**config.mk**
```make
export PLATFORM = sky130hd
export DESIGN_NAME = strided_sync_correlator
export DESIGN_NICKNAME = d
export VERILOG_FILES = /design/src/rtl/ssc_pkg.sv /design/src/rtl/ssc_cell.sv /design/src/rtl/ssc_div.sv /design/src/rtl/strided_sync_correlator.sv
export VERILOG_INCLUDE_DIRS = /design/src /design/src/rtl
export SDC_FILE = /design/constraint.sdc
export NUM_CORES = 2
export LEC_CHECK = 0
export BUFFER_PORTS_ARGS = -buffer_cell sky130_fd_sc_hd__buf_2
export CORE_ASPECT_RATIO = 0.7
export CORE_UTILIZATION = 58
export CTS_BUF_LIST = sky130_fd_sc_hd__clkbuf_8
export CTS_CLUSTER_SIZE = 25
export DETAILED_ROUTE_END_ITERATION = 7
export GPL_TIMING_DRIVEN = 0
export PLACE_DENSITY = 0.75
export SETUP_SLACK_MARGIN = 0.4
export SYNTH_ARGS = -nofsm -noshare
export SYNTH_HDL_FRONTEND = slang
export SYNTH_HIERARCHICAL = 1
export SYNTH_SLANG_ARGS = --single-unit
```
**constraint.sdc**
```tcl
create_clock -name clk -period 8.3 [get_ports clk]
set_input_delay 0 -clock clk [delete_from_list [all_inputs] [get_ports clk]]
set_output_delay 0 -clock clk [all_outputs]
set_load 0.01 [all_outputs]
```
**src/rtl/strided_sync_correlator_macros.svh**
```systemverilog
// Assertion macros shared by the strided sync correlator RTL.
`ifndef STRIDED_SYNC_CORRELATOR_MACROS_SVH
`define STRIDED_SYNC_CORRELATOR_MACROS_SVH

// Same-cycle implication, sampled on clk, off during reset.
`define SSC_ASSERT_IMP(name, ante, cons, msg) \
  name: assert property (@(posedge clk) disable iff (!rst_n) (ante) |-> (cons)) \
    else $error(msg);

// Next-cycle implication, sampled on clk, off during reset.
`define SSC_ASSERT_NXT(name, ante, cons, msg) \
  name: assert property (@(posedge clk) disable iff (!rst_n) (ante) |=> (cons)) \
    else $error(msg);

`endif

```
**src/rtl/ssc_pkg.sv**
```systemverilog
// Package: shared constants, state type and symbol product for the correlator.
`default_nettype none

package ssc_pkg;

  localparam int SAMPLES_PER_SYM = 10;
  localparam int SYNC_LEN        = 8;

  localparam int SAMPLE_W = 16;
  localparam int SYNC_W   = 16;
  localparam int PHASE_W  = 4;
  localparam int CORR_W   = 21;
  localparam int HIGH_W   = 15;
  localparam int PROD_W   = SAMPLE_W + 2;

  localparam logic [1:0] SYM_P1 = 2'd0;
  localparam logic [1:0] SYM_P3 = 2'd1;
  localparam logic [1:0] SYM_N1 = 2'd2;
  localparam logic [1:0] SYM_N3 = 2'd3;

  typedef enum logic [2:0] {
    S_IDLE,
    S_MUL,
    S_SUM,
    S_SCAN,
    S_DIV_START,
    S_DIV_WAIT,
    S_DONE
  } state_t;

  function automatic logic signed [PROD_W-1:0] sym_product(
    input logic [1:0]                 code,
    input logic signed [SAMPLE_W-1:0] smp
  );
    logic signed [PROD_W-1:0] s;
    logic signed [PROD_W-1:0] t;
    logic signed [PROD_W-1:0] r;
    s = PROD_W'(smp);
    t = s + (s <<< 1);
    unique case (code)
      SYM_P1: r = s;
      SYM_P3: r = t;
      SYM_N1: r = -s;
      SYM_N3: r = -t;
      default: r = s;
    endcase
    return r;
  endfunction

endpackage

`default_nettype wire

```
**src/rtl/ssc_cell.sv**
```systemverilog
// Ring cell: one stored sample, loaded from its neighbor on shift.
`default_nettype none

module ssc_cell (
  input  wire logic                                  clk,
  input  wire logic                                  rst_n,
  input  wire logic                                  shift_en,
  input  wire logic signed [ssc_pkg::SAMPLE_W-1:0]   d_in,
  output logic signed [ssc_pkg::SAMPLE_W-1:0]        d_out
);

  logic signed [ssc_pkg::SAMPLE_W-1:0] smp_r;

  always_ff @(posedge clk) begin
    if (!rst_n) begin
      smp_r <= '0;
    end else if (shift_en) begin
      smp_r <= d_in;
    end
  end

  assign d_out = smp_r;

endmodule

`default_nettype wire

```
**src/rtl/ssc_div.sv**
```systemverilog
// Restoring divider, one quotient bit per cycle.
`default_nettype none

module ssc_div #(
  parameter int DVD_W = 20,
  parameter int DVS_W = 4
) (
  input  wire logic             clk,
  input  wire logic             rst_n,
  input  wire logic             start,
  input  wire logic [DVD_W-1:0] dividend,
  input  wire logic [DVS_W-1:0] divisor,
  output logic [DVD_W-1:0]      quotient,
  output logic                  done
);

  localparam int CNT_W = (DVD_W > 1) ? $clog2(DVD_W) : 1;

  logic             busy_r;
  logic             done_r;
  logic [CNT_W-1:0] cnt_r;
  logic [DVD_W-1:0] quo_r;
  logic [DVS_W-1:0] rem_r;
  logic [DVS_W-1:0] dvs_r;

  logic [DVS_W:0]   rem_sh;
  logic             fits;
  logic [DVS_W:0]   rem_sub;

  always_comb begin
    rem_sh  = {rem_r, quo_r[DVD_W-1]};
    fits    = rem_sh >= {1'b0, dvs_r};
    rem_sub = rem_sh - {1'b0, dvs_r};
  end

  always_ff @(posedge clk) begin
    if (!rst_n) begin
      busy_r <= 1'b0;
      done_r <= 1'b0;
      cnt_r  <= '0;
    end else begin
      done_r <= 1'b0;
      if (start) begin
        busy_r <= 1'b1;
        cnt_r  <= '0;
      end else if (busy_r) begin
        cnt_r <= cnt_r + 1'b1;
        if (cnt_r == CNT_W'(DVD_W - 1)) begin
          busy_r <= 1'b0;
          done_r <= 1'b1;
        end
      end
    end
  end

  always_ff @(posedge clk) begin
    if (start) begin
      quo_r <= dividend;
      rem_r <= '0;
      dvs_r <= divisor;
    end else if (busy_r) begin
      quo_r <= {quo_r[DVD_W-2:0], fits};
      rem_r <= fits ? rem_sub[DVS_W-1:0] : rem_sh[DVS_W-1:0];
    end
  end

  assign quotient = quo_r;
  assign done     = done_r;

endmodule

`default_nettype wire

```
**src/rtl/strided_sync_correlator.sv**
```systemverilog
// Top level: strided sync-word correlator with outer level estimation.
//
//   channel | direction | signals                               | handshake
//   in      | input     | in_kind, in_sample, in_phase          | in_valid / in_ready
//   out     | output    | out_is_levels .. out_high_valid       | out_valid / out_ready
//   cfg     | input     | cfg_wr_data                           | cfg_wr_en, no wait
//
// One request at a time. Sample request: shift, product stage, one accumulate
// per sync symbol through the product chain, result. Level request: the ring
// rotates once past its last cell, then two serial dividers take one bit per
// cycle. Reset clears the ring cells, write position and sync word. A stalled
// output holds the finished result; the next request is taken once the result
// is in the output register.
`default_nettype none

module strided_sync_correlator #(
  parameter int SAMPLES_PER_SYM = ssc_pkg::SAMPLES_PER_SYM,
  parameter int SYNC_LEN        = ssc_pkg::SYNC_LEN
) (
  input  wire logic                                   clk,
  input  wire logic                                   rst_n,
  input  wire logic                                   cfg_wr_en,
  input  wire logic [ssc_pkg::SYNC_W-1:0]             cfg_wr_data,
  input  wire logic                                   in_valid,
  output logic                                        in_ready,
  input  wire logic                                   in_kind,
  input  wire logic signed [ssc_pkg::SAMPLE_W-1:0]    in_sample,
  input  wire logic [ssc_pkg::PHASE_W-1:0]            in_phase,
  output logic                                        out_valid,
  input  wire logic                                   out_ready,
  output logic                                        out_is_levels,
  output logic signed [ssc_pkg::CORR_W-1:0]           out_correlation,
  output logic signed [ssc_pkg::SAMPLE_W-1:0]         out_low_level,
  output logic [ssc_pkg::HIGH_W-1:0]                  out_high_level,
  output logic                                        out_low_valid,
  output logic                                        out_high_valid
);

  `include "strided_sync_correlator_macros.svh"

  localparam int SAMPLE_W    = ssc_pkg::SAMPLE_W;
  localparam int PHASE_W     = ssc_pkg::PHASE_W;
  localparam int PROD_W      = ssc_pkg::PROD_W;
  localparam int CORR_W      = ssc_pkg::CORR_W;
  localparam int RING_N      = SAMPLES_PER_SYM * SYNC_LEN;
  localparam int POS_W       = $clog2(RING_N);
  localparam int SUB_W       = $clog2(SAMPLES_PER_SYM);
  localparam int SC_W        = $clog2(SYNC_LEN);
  localparam int CNT_W       = $clog2(SYNC_LEN + 1);
  localparam int SUM_W       = SAMPLE_W + CNT_W;
  localparam int ACC_W       = PROD_W + SC_W + 2;
  localparam int EXT_W       = SAMPLE_W + 1;
  localparam int CMP_W       = (POS_W > PHASE_W) ? POS_W : PHASE_W;
  localparam int PHASE_STEPS = ((1 << PHASE_W) - 1) / SAMPLES_PER_SYM;
  localparam int SYNC_EXT_W  = 2 * SYNC_LEN + ssc_pkg::SYNC_W;

  localparam logic signed [ACC_W-1:0] SAT_HI = ACC_W'((1 << (CORR_W - 1)) - 1);
  localparam logic signed [ACC_W-1:0] SAT_LO = ACC_W'(-(1 << (CORR_W - 1)));

  ssc_pkg::state_t state_r, state_nxt;

  logic [ssc_pkg::SYNC_W-1:0] sync_word_r;
  logic [POS_W-1:0]           wp_r;
  logic [SUB_W-1:0]           wp_sub_r;

  logic [PHASE_W-1:0]         phase_r;
  logic [SUB_W-1:0]           phase_res_r;
  logic [PHASE_W:0]           phase_rem;

  logic [POS_W-1:0]           pos_r;
  logic [SUB_W-1:0]           pos_sub_r;
  logic [POS_W-1:0]           step_r;

  logic signed [PROD_W-1:0]   prod_r [SYNC_LEN];
  logic [SC_W-1:0]            sum_cnt_r;
  logic signed [ACC_W-1:0]    acc_r;

  logic [SUM_W-1:0]           pos_sum_r;
  logic [SUM_W-1:0]           neg_mag_r;
  logic [CNT_W-1:0]           pos_cnt_r;
  logic [CNT_W-1:0]           neg_cnt_r;

  logic                       out_valid_r;
  logic                       out_is_levels_r;
  logic signed [CORR_W-1:0]   out_corr_r;
  logic signed [SAMPLE_W-1:0] out_low_r;
  logic [ssc_pkg::HIGH_W-1:0] out_high_r;
  logic                       out_low_valid_r;
  logic                       out_high_valid_r;

  logic                       kind_r;
  logic                       accept;
  logic                       accept_smp;
  logic                       accept_lvl;
  logic                       ring_shift;
  logic signed [SAMPLE_W-1:0] ring_in;
  logic signed [SAMPLE_W-1:0] cell_q [RING_N];
  logic signed [SAMPLE_W-1:0] tap;
  logic signed [EXT_W-1:0]    tap_ext;
  logic signed [EXT_W-1:0]    tap_neg;
  logic                       hit;
  logic                       div_start;
  logic                       div_done_p;
  logic                       div_done_n;
  logic [SUM_W-1:0]           quo_p;
  logic [SUM_W-1:0]           quo_n;
  logic                       load_out;
  logic [SYNC_EXT_W-1:0]      sync_ext;

  assign accept     = in_valid && in_ready;
  assign accept_smp = accept && !in_kind;
  assign accept_lvl = accept && in_kind;
  assign ring_shift = accept_smp || (state_r == ssc_pkg::S_SCAN);
  assign ring_in    = accept_smp ? in_sample : cell_q[RING_N-1];
  assign sync_ext   = {{(2 * SYNC_LEN){1'b0}}, sync_word_r};

  // Sample ring: cell 0 holds the newest sample.
  for (genvar k = 0; k < RING_N; k++) begin : g_ring
    if (k == 0) begin : g_head
      ssc_cell u_cell (
        .clk      (clk),
        .rst_n    (rst_n),
        .shift_en (ring_shift),
        .d_in     (ring_in),
        .d_out    (cell_q[k])
      );
    end else begin : g_body
      ssc_cell u_cell (
        .clk      (clk),
        .rst_n    (rst_n),
        .shift_en (ring_shift),
        .d_in     (cell_q[k-1]),
        .d_out    (cell_q[k])
      );
    end
  end

  // Phase reduced modulo samples per symbol.
  always_comb begin
    phase_rem = {1'b0, in_phase};
    for (int i = 0; i < PHASE_STEPS; i++) begin
      if (phase_rem >= (PHASE_W + 1)'(SAMPLES_PER_SYM)) begin
        phase_rem = phase_rem - (PHASE_W + 1)'(SAMPLES_PER_SYM);
      end
    end
  end

  // Scan tap at the ring end; pos_r is its ring position.
  always_comb begin
    tap     = cell_q[RING_N-1];
    tap_ext = EXT_W'(tap);
    tap_neg = -tap_ext;
    hit     = (CMP_W'(pos_r) >= CMP_W'(phase_r)) && (pos_sub_r == phase_res_r);
  end

  always_comb begin
    state_nxt = state_r;
    in_ready  = 1'b0;
    div_start = 1'b0;
    load_out  = 1'b0;
    unique case (state_r)
      ssc_pkg::S_IDLE: begin
        in_ready = 1'b1;
        if (in_valid) begin
          state_nxt = in_kind ? ssc_pkg::S_SCAN : ssc_pkg::S_MUL;
        end
      end
      ssc_pkg::S_MUL: begin
        state_nxt = ssc_pkg::S_SUM;
      end
      ssc_pkg::S_SUM: begin
        if (sum_cnt_r == SC_W'(SYNC_LEN - 1)) begin
          state_nxt = ssc_pkg::S_DONE;
        end
      end
      ssc_pkg::S_SCAN: begin
        if (step_r == POS_W'(RING_N - 1)) begin
          state_nxt = ssc_pkg::S_DIV_START;
        end
      end
      ssc_pkg::S_DIV_START: begin
        div_start = 1'b1;
        state_nxt = ssc_pkg::S_DIV_WAIT;
      end
      ssc_pkg::S_DIV_WAIT: begin
        if (div_done_p) begin
          state_nxt = ssc_pkg::S_DONE;
        end
      end
      ssc_pkg::S_DONE: begin
        if (!out_valid_r || out_ready) begin
          load_out  = 1'b1;
          state_nxt = ssc_pkg::S_IDLE;
        end
      end
      default: begin
        state_nxt = ssc_pkg::S_IDLE;
      end
    endcase
  end

  always_ff @(posedge clk) begin
    if (!rst_n) begin
      state_r <= ssc_pkg::S_IDLE;
    end else begin
      state_r <= state_nxt;
    end
  end

  always_ff @(posedge clk) begin
    if (!rst_n) begin
      sync_word_r <= '0;
    end else if (cfg_wr_en) begin
      sync_word_r <= cfg_wr_data;
    end
  end

  always_ff @(posedge clk) begin
    if (!rst_n) begin
      wp_r     <= '0;
      wp_sub_r <= '0;
    end else if (accept_smp) begin
      wp_r     <= (wp_r == POS_W'(RING_N - 1)) ? '0 : wp_r + 1'b1;
      wp_sub_r <= (wp_sub_r == SUB_W'(SAMPLES_PER_SYM - 1)) ? '0 : wp_sub_r + 1'b1;
    end
  end

  // Correlation: products at the symbol taps, then accumulated down the chain.
  always_ff @(posedge clk) begin
    if (accept) begin
      kind_r <= in_kind;
    end
    if (state_r == ssc_pkg::S_MUL) begin
      for (int i = 0; i < SYNC_LEN; i++) begin
        prod_r[i] <= ssc_pkg::sym_product(sync_ext[2 * (SYNC_LEN - 1 - i) +: 2],
                                          cell_q[(SYNC_LEN - 1 - i) * SAMPLES_PER_SYM]);
      end
      acc_r     <= '0;
      sum_cnt_r <= '0;
    end else if (state_r == ssc_pkg::S_SUM) begin
      acc_r     <= acc_r + ACC_W'(prod_r[0]);
      sum_cnt_r <= sum_cnt_r + 1'b1;
      for (int i = 0; i < SYNC_LEN - 1; i++) begin
        prod_r[i] <= prod_r[i+1];
      end
    end
  end

  // Level scan over one full ring rotation.
  always_ff @(posedge clk) begin
    if (accept_lvl) begin
      phase_r     <= in_phase;
      phase_res_r <= SUB_W'(phase_rem);
      pos_r       <= wp_r;
      pos_sub_r   <= wp_sub_r;
      step_r      <= '0;
      pos_sum_r   <= '0;
      neg_mag_r   <= '0;
      pos_cnt_r   <= '0;
      neg_cnt_r   <= '0;
    end else if (state_r == ssc_pkg::S_SCAN) begin
      pos_r     <= (pos_r == POS_W'(RING_N - 1)) ? '0 : pos_r + 1'b1;
      pos_sub_r <= (pos_sub_r == SUB_W'(SAMPLES_PER_SYM - 1)) ? '0 : pos_sub_r + 1'b1;
      step_r    <= step_r + 1'b1;
      if (hit && (tap > 0)) begin
        pos_sum_r <= pos_sum_r + SUM_W'(unsigned'(tap_ext));
        pos_cnt_r <= pos_cnt_r + 1'b1;
      end else if (hit && (tap < 0)) begin
        neg_mag_r <= neg_mag_r + SUM_W'(unsigned'(tap_neg));
        neg_cnt_r <= neg_cnt_r + 1'b1;
      end
    end
  end

  ssc_div #(
    .DVD_W (SUM_W),
    .DVS_W (CNT_W)
  ) u_div_pos (
    .clk      (clk),
    .rst_n    (rst_n),
    .start    (div_start),
    .dividend (pos_sum_r),
    .divisor  (pos_cnt_r),
    .quotient (quo_p),
    .done     (div_done_p)
  );

  ssc_div #(
    .DVD_W (SUM_W),
    .DVS_W (CNT_W)
  ) u_div_neg (
    .clk      (clk),
    .rst_n    (rst_n),
    .start    (div_start),
    .dividend (neg_mag_r),
    .divisor  (neg_cnt_r),
    .quotient (quo_n),
    .done     (div_done_n)
  );

  // Output register.
  always_ff @(posedge clk) begin
    if (!rst_n) begin
      out_valid_r <= 1'b0;
    end else if (load_out) begin
      out_valid_r <= 1'b1;
    end else if (out_ready) begin
      out_valid_r <= 1'b0;
    end
  end

  always_ff @(posedge clk) begin
    if (load_out) begin
      out_is_levels_r <= kind_r;
      if (kind_r) begin
        out_corr_r       <= '0;
        out_low_valid_r  <= neg_cnt_r != '0;
        out_high_valid_r <= pos_cnt_r != '0;
        out_low_r        <= (neg_cnt_r != '0) ? -signed'(quo_n[SAMPLE_W-1:0]) : '0;
        out_high_r       <= (pos_cnt_r != '0) ? quo_p[ssc_pkg::HIGH_W-1:0] : '0;
      end else begin
        if (acc_r > SAT_HI) begin
          out_corr_r <= SAT_HI[CORR_W-1:0];
        end else if (acc_r < SAT_LO) begin
          out_corr_r <= SAT_LO[CORR_W-1:0];
        end else begin
          out_corr_r <= acc_r[CORR_W-1:0];
        end
        out_low_valid_r  <= 1'b0;
        out_high_valid_r <= 1'b0;
        out_low_r        <= '0;
        out_high_r       <= '0;
      end
    end
  end

  assign out_valid       = out_valid_r;
  assign out_is_levels   = out_is_levels_r;
  assign out_correlation = out_corr_r;
  assign out_low_level   = out_low_r;
  assign out_high_level  = out_high_r;
  assign out_low_valid   = out_low_valid_r;
  assign out_high_valid  = out_high_valid_r;

  `SSC_ASSERT_NXT(a_accept_busy, accept, state_r != ssc_pkg::S_IDLE, "request taken but fsm idle")
  `SSC_ASSERT_IMP(a_div_sync, div_done_p || div_done_n, div_done_p && div_done_n && state_r == ssc_pkg::S_DIV_WAIT, "divider done out of step")
  `SSC_ASSERT_NXT(a_done_loads, load_out, out_valid_r && state_r == ssc_pkg::S_IDLE, "result not loaded")
  `SSC_ASSERT_IMP(a_wp_sub, wp_r == '0, wp_sub_r == '0, "write position phase mismatch")

endmodule

`default_nettype wire
```
# After elaboration in Yosys (flattened, before gate mapping)
# Memory sizes are Yosys's and may differ from the RTL's.
# Cells that the tools add are included.
totals:
  wordCells: 319
  register_bits: 1536
  n_memories: 1
  inputBits: 42
  mem_bits_rw: 144
mem_list:
  columns: ["memory", "depth", "width", "rd", "rd_clocked_by_memory_dff", "write_ports", "line_no", "source"]
  rows:
  - ["prod_r", 8, 18, 8, 0, 8, "strided_sync_correlator.sv:74", "logic signed [PROD_W-1:0] prod_r [SYNC_LEN];"]
classes:
  reduce_logical: 33
  mux: 66
  bitwise_logic: 10
  n_eq_ne: 44
  order_cmp: 8
  n_addsub: 42
op_table:
  columns: ["op", "n"]
  rows:
  - ["18-bit case mux with 4 select lines", 8]
  - ["18-bit 2-to-1 mux", 15]
  - ["16-bit by 17-bit adder with 18-bit output", 8]
  - ["16-bit negation with 18-bit output", 8]
  - ["18-bit negation", 8]
  - ["20-bit 2-to-1 mux", 5]
  - ["20-bit by 17-bit adder with 20-bit output", 2]
  - ["2-bit equality test, second input constant", 16]
  - ["4-bit 2-to-1 mux", 7]
  - ["7-bit 2-to-1 mux", 4]
  - ["23-bit by 18-bit adder with 23-bit output", 1]
  - ["23-bit by 21-bit > comparator with 1-bit output, second input constant", 1]
  - ["23-bit by 21-bit < comparator with 1-bit output, second input constant", 1]
  - ["7-bit by 1-bit adder with 7-bit output, second input constant", 3]
  - ["7-bit equality test, second input constant", 3]
  - ["21-bit 2-to-1 mux", 1]
  - ["3-bit case mux with 7 select lines", 1]
  - ["1-bit 2-to-1 mux", 18]
  - ["16-bit negation with 17-bit output", 1]
  - ["4-bit by 1-bit adder with 4-bit output, second input constant", 4]
  - ["2-bit by 1-bit equality test with 1-bit output, second input constant", 8]
  - ["16-bit by 1-bit > comparator with 1-bit output, second input constant", 1]
  - ["2-bit zero test", 8]
  - ["16-bit by 1-bit < comparator with 1-bit output, second input constant", 1]
  - ["32 further kinds", 70]

# Depth between registers and ports, before layout
logic_depth:
  word_depth: 5
  depth_mapped: 15

# Hierarchy
# Netlist, hierarchy kept.
by_module_without_submodules:
  columns: ["module", "seq_area_each_um2", "cells_each", "instances", "area_per_inst_um2"]
  rows:
  - ["ssc_cell", 320.3, 51, 80, 615.6]
  - ["strided_sync_correlator", 8788.4, 3786, 1, 30887.1]
  - ["ssc_div", 940.9, 115, 2, 1565.3]

# Worst setup path before layout
# No wires, ideal clock.
synth_timing:
  path_kind: "flip-flop to flip-flop"
  start: "register state_r[2]"
  end: "register out_corr_r[0], in the netlist out_correlation[0], enable pin"
  setup_ns: 0.536
  arrival_time_ns: 4.661
  period_less_slack_ns: 5.196
  slack_ns: 3.104
  path_stages_with_launch: 4
  path_cell_list: "dfxtp_1 > clkbuf_1 > clkinv_1 > nor3_1"
synth_between:
  elab_chain_cells: 2
synth_rtl:
  columns: ["item", "line_no", "source"]
  rows:
  - ["start: declaration", "strided_sync_correlator.sv:60", "ssc_pkg::state_t state_r, state_nxt;"]
  - ["start signal: assignment", "strided_sync_correlator.sv:204", "state_r <= ssc_pkg::S_IDLE;"]
  - ["start signal: assignment", "strided_sync_correlator.sv:206", "state_r <= state_nxt;"]
  - ["3-bit equality test", "strided_sync_correlator.sv:161", "unique case (state_r)"]
  - ["1-bit 2-to-1 mux", "strided_sync_correlator.sv:161", null]
  - ["via load_out", "strided_sync_correlator.sv:107", "logic load_out;"]
  - ["end signal: assignment", "strided_sync_correlator.sv:323", "out_corr_r <= SAT_HI[CORR_W-1:0];"]
  - ["end signal: assignment", "strided_sync_correlator.sv:325", "out_corr_r <= SAT_LO[CORR_W-1:0];"]
  - ["end signal: assignment", "strided_sync_correlator.sv:327", "out_corr_r <= acc_r[CORR_W-1:0];"]
  - ["end: declaration", "strided_sync_correlator.sv:85", "logic signed [CORR_W-1:0] out_corr_r;"]
# The timed path passes the listed nets, and every way through them passes these cells.
# A chain may end at the register's enable or synchronous reset.

==> key figures <==
Status
  – Status: completed

Yosys
  – Synthesized cell area: 0.0832 mm²
  – Count of mapped cells out of synthesis: 8094
  – Avg Cell Area, Syn: 10.3 µm²
  – Synth Net Count: 8473
  – YS warnings: 6

Floorplanning
  – Die footprint: 0.145 mm²
  – Initial Util: 58.9%
  – # rows: 115
  – Core ar.: 0.141 mm²
  – Die Span Y: 319 µm
  – Die width: 455 µm
  – Boundary Pins: 99

Setup path
  – Worst Path Required: 8.98 ns
  – Cell Chain, Critical Path: inv_1, ha_1, a211oi_2, o21ai_1, a211o_1, a2111oi_0, a211oi_1, or3_1, or3_1, a32o_1, a2111oi_0, nor2_1
  – Critical path peak fanout: 6
  – Startpoint Class: register
  – Crit path DAT: 5.56 ns
  – CP bufs+invs: 1
  – Worst r2r src: g_ring[60].g_body.u_cell/d_out[1]
  – R2r endpoint: prod_r[0][31]
  – R2R Setup Slk: 3.42 ns
  – Delay of the slowest critical-path stage: 0.90 ns
  – Crit. End Element: register
  – Worst path top cell family by delay: compound AO/OA/AOI/OAI gates
  – Critical-path top delay cell: a2111oi_0
  – Crit Path Category: register to register
  – R2R depth: 12

Timing
  – Relative slew slack: 14.3%
  – Post-layout min period: 4.88 ns
  – Post-route setup TNS: 0 ns
  – Worst Skew: 0.0377 ns
  – Max-slew violation count: 0
  – Setup WS post-layout: 3.42 ns
  – Fin crit share: 58.8%
  – Highest Clock Rate: 205 MHz
  – RSZ-0062 raised after global routing: no
  – Worst Max-Slew Pin Slew: 1.27 ns
  – Fin. Hold Viols: 0
  – Final setup fails: 0

Layout
  – Most frequent cells in the layout: dfxtp_1 (1413), nor2b_1 (1336), mux2i_1 (1336), nand2_1 (396), inv_1 (325)
  – Register area: 0.0363 mm²
  – Multi-input gate area: 0.0426 mm²
  – Final cell count without fillers: 10600
  – Layout Utilization: 65.2%
  – Commonest non-fill, non-tap cell in the layout: dfxtp_1
  – Layout Area Growth over Synthesis: 10.8%
  – Final net count: 8906
  – Layout cell share with drive strength beyond 1: 8.53%
  – Fillers: 11300

Clock network
  – CTS clk-pin slew, worst paths: 0.06 ns
  – Post-CTS Setup Inserts: 0
  – CTS buffer count: 240
  – H-tree depth reported by CTS: 4
  – Clock latency on the worst-skew pair: 1.00 ns
  – TritonCTS clock tree: done
  – Clock tree buffer depth: 3
  – Sink Count: 1679
  – Clk root buf: clkbuf_8
  – Post-CTS sizing: 0

Global routing
  – Largest net degree at the start of global routing: 203
  – Vias in the first global route: 57300
  – Total GRT Usage: 26.3%
  – Initial antenna violation count: 5
  – GRT Residual Overflow: 0
  – First-pass GRT wire length: 311000 µm

Hold path
  – Worst hold path type: input pin to register
  – Hold path cells: 6
  – Min-Delay Startpoint: in_sample[0]
  – Hold Path End: g_ring[0].g_head.u_cell/d_out[0]

Flow run
  – Max-cap violations: 0

Route
  – Routed wire length: 194000 µm
  – DR vias: 59400
  – Drt via density: 5.60
  – Routed WL per cell: 18.3 µm
  – DR pass1 iterations: 8
  – Detail Route Antenna Nets: 0
  – DRC Markers: 0
  – Initial drt markers: 4875

Power
  – Design Power: 0.0221 W
  – Peak supply drop: 0.225 mV
  – Leakage: 34.2 nW
  – PD cells: 240 mW/mm²

Placement
  – Pre-CTS setup slack: 3.62 ns
  – PortBufs: 97
  – Dpl cells: 10100
  – Post-DP HPWL: 141000 µm
  – GPL Wtd Cong: 0.944
cell type report:
cell class,count,area share [%]
flip-flops and latches,1679,39.3
inverters,244,0.998
repair buffers,191,1.66
well taps,1872,2.54
diodes,7,0.0190
clock inverters,146,1.12
clock buffers,296,4.42
multi-input cells,5758,46.2
plain buffers,413,3.75
routing by layer:
| metal | global-route usage (%) | vias up | part of all wire (%) | wire length [µm] |
|---|---|---|---|---|
| li1 | - | 29300 | - | - |
| met1 | 39.7 | 28000 | 50 | 96500 |
| met2 | 37.9 | 1768 | 41 | 80500 |
| met3 | 4.18 | 292 | 6.5 | 12700 |
| met4 | 8.13 | 2 | 2.3 | 4540 |
| met5 | 0 | - | 0.014 | 27 |
flip-flops by register name, indices dropped and copies added, names as in the netlist, 7 cells and up:
register	count
step_r	7
out_high_level	15
g_ring.g_head.u_cell/d_out	16
acc_r	23
pos_sum_r	20
g_ring.g_body.u_cell/d_out	1264
out_low_level	16
neg_mag_r	20
sync_word_r	16
u_div_neg/quotient	20
wp_r	7
pos_r	7
u_div_pos/quotient	20
out_correlation	21
prod_r	144
worst reg2reg max path: stages, from the launching register on:
cell and delay (ns):
dfxtp_1 0.50, inv_1 0.19, ha_1 0.37, a211oi_2 0.26, o21ai_1 0.12, a211o_1 0.32
a2111oi_0 0.44, a211oi_1 0.21, or3_1 0.45, or3_1 0.41, a32o_1 0.23, a2111oi_0 0.90
nor2_1 0.18
repair_timing:
item                                    CTS  global route
hold buffers                             83             0
endpoints found under the hold margin   753             0
endpoints found under the setup margin    0             0
how the worst max path moves through the flow:
stage               cells past startpoint  slack (ns)                  to                         startpoint
detailed placement                     12        3.62       prod_r[0][31]  g_ring[60].g_body.u_cell/d_out[1]
floorplan                               3        3.10  out_correlation[0]                         state_r[2]
CTS                                    12        3.59       prod_r[0][31]  g_ring[60].g_body.u_cell/d_out[1]
global placement                        3        0.55             wp_r[1]                              rst_n
global route                           12        3.33       prod_r[0][31]  g_ring[60].g_body.u_cell/d_out[1]
finish                                 12        3.42       prod_r[0][31]  g_ring[60].g_body.u_cell/d_out[1]
stage by stage:
stage               cell area, µm²  hold slack (ns)
finish                       92300            0.155
global route                 92300            0.163
CTS                          92200           0.0184
detailed placement           86300            0.219
global placement             86100            0.220
floorplan                    83200           0.0989
where the power goes:
part	leakage, nW	internal (W)	total (W)	switching (W)
Combinational	17.4	0.00262	0.00581	0.00319
Clock	2.95	0.00361	0.00686	0.00325
Sequential	13.9	0.00910	0.00943	0.000329
Power figures use the tool's default switching activity.
